`src/qrm_mulw.sv`:
```
`timescale 1ns / 1ps
`default_nettype none
// ----------------------------------------------------------------------------
// qrm_mulw
// Unsigned W x (CHUNKS*W) multiplier: one W x W partial product per chunk,
// then one add of the even and odd partial rows. Two register stages.
// ----------------------------------------------------------------------------
module qrm_mulw #(
    parameter int unsigned COMP_WIDTH = 16,
    parameter int unsigned CHUNKS     = 4
) (
    input  logic                               clk,
    input  logic                               en,
    input  logic [COMP_WIDTH-1:0]              a,
    input  logic [CHUNKS*COMP_WIDTH-1:0]       b,
    output logic [(CHUNKS+1)*COMP_WIDTH-1:0]   p
);

    localparam int unsigned W  = COMP_WIDTH;
    localparam int unsigned PW = (CHUNKS + 1) * W;

    logic [2*W-1:0] pp_reg [CHUNKS];
    logic [PW-1:0]  even_row;
    logic [PW-1:0]  odd_row;
    logic [PW-1:0]  p_reg;

    // even and odd partials do not overlap within their row
    always_comb
    begin
        even_row = '0;
        odd_row  = '0;
        for (int k = 0; k < int'(CHUNKS); k++)
        begin
            if (k % 2 == 0)
            begin
                even_row[k*W +: 2*W] = pp_reg[k];
            end
            else
            begin
                odd_row[k*W +: 2*W] = pp_reg[k];
            end
        end
    end

    always_ff @(posedge clk)
    begin
        if (en)
        begin
            for (int k = 0; k < int'(CHUNKS); k++)
            begin
                pp_reg[k] <= (2*W)'(a) * (2*W)'(b[k*W +: W]);
            end
            p_reg <= even_row + odd_row;
        end
    end

    assign p = p_reg;

endmodule
`default_nettype wire

```
`config.mk`:
```
export PLATFORM = sky130hd
export DESIGN_NAME = qrm_mulw
export DESIGN_NICKNAME = d
export VERILOG_FILES = /design/src/qrm_mulw.sv
export SDC_FILE = /design/constraint.sdc
export NUM_CORES = 2
export LEC_CHECK = 0
export BUFFER_PORTS_ARGS = -buffer_cell sky130_fd_sc_hd__buf_4
export CORE_MARGIN = 2
export CORE_UTILIZATION = 66
export CTS_BUF_LIST = sky130_fd_sc_hd__clkbuf_4 sky130_fd_sc_hd__clkbuf_8 sky130_fd_sc_hd__clkbuf_16
export DETAILED_ROUTE_END_ITERATION = 16
export GPL_TIMING_DRIVEN = 0
export PLACE_DENSITY = 0.81
export SETUP_SLACK_MARGIN = 0.3
export SLEW_MARGIN = 20
export SYNTH_ARGS = -nofsm -noshare
export SYNTH_HDL_FRONTEND = slang
export SYNTH_SLANG_ARGS = --single-unit
```
`constraint.sdc`:
```
create_clock -name clk -period 8.95 [get_ports clk]
set_input_delay 0.4475 -clock clk [delete_from_list [all_inputs] [get_ports clk]]
set_output_delay 0.4475 -clock clk [all_outputs]
set_load 0.03 [all_outputs]
```
==> Implementation_results.wiki <==
{| class="wikitable"
! Metric !! Value
|-
| IO Port Bufs || 145
|-
| Overall routing resource usage || 0.384
|-
| Die outline height || 259 um
|-
| Per-cell via count in the routed design || slightly below 6
|-
| Maximum number of pins on one net before global-route repair || 93
|-
| Number of flops mapped to enable cells by yosys || roughly 210
|-
| Syn avg cell area || ~9.4 sq um
|-
| Number of buffers created by CTS || 26
|-
| Layout overhead on the synthesized area || 7.32%
|-
| Capturing element type of the critical path || register
|-
| Sequential cell area || 0.00625 sq mm
|-
| Slowest cell on the critical path || sky130_fd_sc_hd__clkbuf_1
|-
| Worst-skew pair later-pin latency || between 0.5 and 0.6 ns
|-
| Master cell of the clock root buffer || sky130_fd_sc_hd__clkbuf_16
|-
| Final critical-path required period || just under 8 ns
|-
| Capture endpoint of the worst hold path || pp_reg[0][0]
|-
| Clock Skew || about 0.018 ns
|-
| Crit path cell chain || clkbuf_1, clkbuf_1, nand2_1, fa_1, fa_1, inv_1, ha_1, inv_1, fa_1, fa_1, inv_1, fa_1, ha_1, a21o_1, a21oi_1, nand3_1, o41ai_1, o31a_1, o31ai_2, a211oi_1, a22oi_1, xor2_1
|-
| Number of detailed-routing iterations run before antenna repair || 14
|-
| Count of clock tree sinks || between 200 and 250
|-
| Cell count after synthesis || 4543
|-
| Post-route clock period utilization || 0.874
|-
| Max-slew violation count || 0
|-
| Worst R2R End || p[60]
|-
| Total negative slack || 0 ns
|-
| Vias in the first global route || ~35k
|-
| Share of flip-flops with an asynchronous set or reset || 0
|-
| CTS max path bufs || 3
|-
| Class of the worst hold path || in2reg
|-
| Max Clock Freq || ~0.13 GHz
|-
| Setup-failing EPs final || 0
|-
| Most frequent cells after synthesis || sky130_fd_sc_hd__inv_1, sky130_fd_sc_hd__fa_1, sky130_fd_sc_hd__nand2_1, sky130_fd_sc_hd__and2_1, sky130_fd_sc_hd__ha_1
|-
| Number of inserted filler cells in the final layout || roughly 4.8k
|-
| Number of buffers inserted to repair setup after CTS || 0
|-
| Antenna violations before repair || 23
|-
| Area enclosed by the die boundary || ~0.067 sq mm
|-
| Slack of the worst reg-to-reg path || about 4.6 ns
|-
| Net total in the final layout || roughly 6.0k
|-
| Class of the most critical setup path || in2reg
|-
| Endpoint arrival time on the critical path || ~8.2 ns
|-
| Startpoint of the lowest-slack hold path || b[0]
|-
| Worst Hold Depth || 2
|-
| Maximum cell stage delay along the critical path || roughly 1.0 ns
|-
| Std-Cell Rows || between 90 and 100
|-
| CTS clock-pin slew for the worst setup and hold paths || roughly 0.050 ns
|-
| Combined area of all synthesized cells || about 0.043 sq mm
|-
| Initial Util || 0.666
|-
| Most Frequent Cell on Critical Path || sky130_fd_sc_hd__fa_1
|-
| Post-detailed-route wirelength per cell || 22.2 um
|-
| Sum of net half-perimeters after detailed placement || just under 100 mm
|-
| Least-Margin Pin Slew || 1.33 ns
|-
| Via count || between 30k and 40k
|-
| Weighted congestion at the end of routability-driven global placement || roughly 1
|-
| Number of synthesis warnings || 0
|-
| Residual overflow from global routing || 0
|-
| Share of the synthesized area in the top cell type || 0.363
|-
| R2R cell count || 12
|-
| Count of different cell masters after synthesis || 69
|-
| Worst-case headroom to the max-slew limit || 0.116
|-
| DRC errors left || 0
|-
| Outcome || completed
|-
| Most used DFF post-synth || sky130_fd_sc_hd__edfxtp_1
|-
| Required @ worst endpoint || between 9 and 10 ns
|-
| Synth area leader || sky130_fd_sc_hd__fa_1
|-
| H-tree level count || 1
|-
| Sequential element share of the synthesized area || 0.146
|-
| Fin. Hold Viols || 0
|-
| Ports placed on the boundary || around 160
|-
| Crit path max fanout || 10
|-
| DRT antenna net count || 0
|-
| Number of hold buffers added after CTS || 0
|-
| Post-synth net total || about 6k
|-
| Area of the core || between 0.06 and 0.07 sq mm
|-
| MaxCap Viol Count || 0
|-
| Unrepaired setup endpoints after global routing || no
|-
| Cell with the most instances after synthesis || sky130_fd_sc_hd__inv_1
|-
| RR Startpoint || pp_reg[0][16]
|-
| Max reg flops || ~130
|-
| Number of register bits inferred by synthesis || 208
|-
| CTS tree || yes
|-
| Die Wd || roughly 260 um
|-
| Kind of launch point of the worst setup path || primary input
|-
| Detailed Route WL || ~120 mm
|-
| Share of layout cells above drive strength 1 || 0.0452
|-
| Number of DRC violations after detailed-routing iteration 0 || about 3.4k
|-
| Resize count post-CTS || 0
|-
| Synth top area cells || sky130_fd_sc_hd__fa_1, sky130_fd_sc_hd__edfxtp_1, sky130_fd_sc_hd__ha_1
|-
| Area used by multi-input combinational logic || 0.0324 sq mm
|-
| First-pass GRT wire length || 193 mm
|}
[layout by cell type, fill, tap and decap left out, types with 6 or more instances in the layout]
cell type                   count
sky130_fd_sc_hd__a211oi_1      19
sky130_fd_sc_hd__a21o_1        75
sky130_fd_sc_hd__a21oi_1      158
sky130_fd_sc_hd__a311oi_1       7
sky130_fd_sc_hd__a31oi_1       11
sky130_fd_sc_hd__and2_1       484
sky130_fd_sc_hd__and3_1        14
sky130_fd_sc_hd__buf_4        144
sky130_fd_sc_hd__clkbuf_1     197
sky130_fd_sc_hd__clkbuf_16     26
sky130_fd_sc_hd__clkbuf_4       7
sky130_fd_sc_hd__diode_2       18
sky130_fd_sc_hd__edfxtp_1     208
sky130_fd_sc_hd__fa_1         777
sky130_fd_sc_hd__ha_1         464
sky130_fd_sc_hd__inv_1        921
sky130_fd_sc_hd__nand2_1      626
sky130_fd_sc_hd__nand2b_1       9
sky130_fd_sc_hd__nand3_1       34
sky130_fd_sc_hd__nand4_1       20
sky130_fd_sc_hd__nor2_1        77
sky130_fd_sc_hd__nor2b_1       13
sky130_fd_sc_hd__nor3_1        23
sky130_fd_sc_hd__o2111ai_1      9
sky130_fd_sc_hd__o211ai_1      16
sky130_fd_sc_hd__o21a_1        23
sky130_fd_sc_hd__o21ai_0       74
sky130_fd_sc_hd__o21bai_1      25
sky130_fd_sc_hd__o31ai_1        6
sky130_fd_sc_hd__xnor2_1      123
sky130_fd_sc_hd__xor2_1        40
[metal layers]
layer | vias to the layer above | wire [um] | GRT usage
met3 | 580 | 16000 | 0.126
met2 | 2011 | 54900 | 0.592
li1 | 14400 | - | -
met5 | - | 188 | 0.00427
met1 | 16300 | 44500 | 0.474
met4 | 26 | 8890 | 0.224
[cell type report]
cell class                 count  share of cell area
clock inverter                14             0.00359
clock buffer                  33              0.0153
antenna                       18            0.000979
sequential                   208               0.136
inverter                     921              0.0751
timing repair buffer         147              0.0250
buffer                       206              0.0170
tap                          855              0.0232
multi-input combinational   3208               0.704
[critical path: cells and delay by family]
kind	cells	cell delay [ns]
fa+ha+maj	7	2.94
compound gates	7	2.14
buf+inv	5	1.88
xor+xnor	1	0.37
simple gates	2	0.35
[how the worst max path moves through the flow]
stage          slack [ns]             to   from
2_1_floorplan        2.44  pp_reg[2][30]  a[10]
3_3_place_gp         0.75  pp_reg[0][31]   a[7]
3_5_place_dp         0.75  pp_reg[0][31]   a[7]
4_1_cts              1.36  pp_reg[0][31]   a[7]
5_1_grt              0.93  pp_reg[0][31]   a[9]
6_report             1.13  pp_reg[0][30]   a[5]
[cell families (layout without fill, tap and decap cells)]
family                   count (synthesis)  in the layout  share of synthesized area
flip-flops                             208            208                      0.146
AO/OA/AOI/OAI                          473            473                     0.0719
other                                    0             18                          0
XOR/XNOR                               163            163                     0.0333
adder cells (fa/ha/maj)               1241           1241                      0.498
multiplexers                             1              1                   0.000233
AND/OR/NAND/NOR                       1330           1330                      0.152
buffers and inverters                 1127           1321                     0.0987
[per-stage QoR]
| stage | util | instance area (sq um) | cells | worst slack (ns) | hold WS [ns] |
|---|---|---|---|---|---|
| CTS | 0.714 | 46000 | 5592 | 1.36 | 0.182 |
| detailed placement | 0.701 | 45100 | 5545 | 0.755 | 0.406 |
| global placement | 0.700 | 45000 | 5543 | 0.750 | 0.404 |
| global route | 0.715 | 46000 | 5594 | 0.926 | 0.212 |
| finish | 0.715 | 46000 | 5610 | 1.13 | 0.219 |
| floorplan | - | 42900 | 4543 | 2.44 | 0.400 |
Power is not shown: default switching activity piles up to over one toggle a cycle in this logic, so the estimate is an artifact.
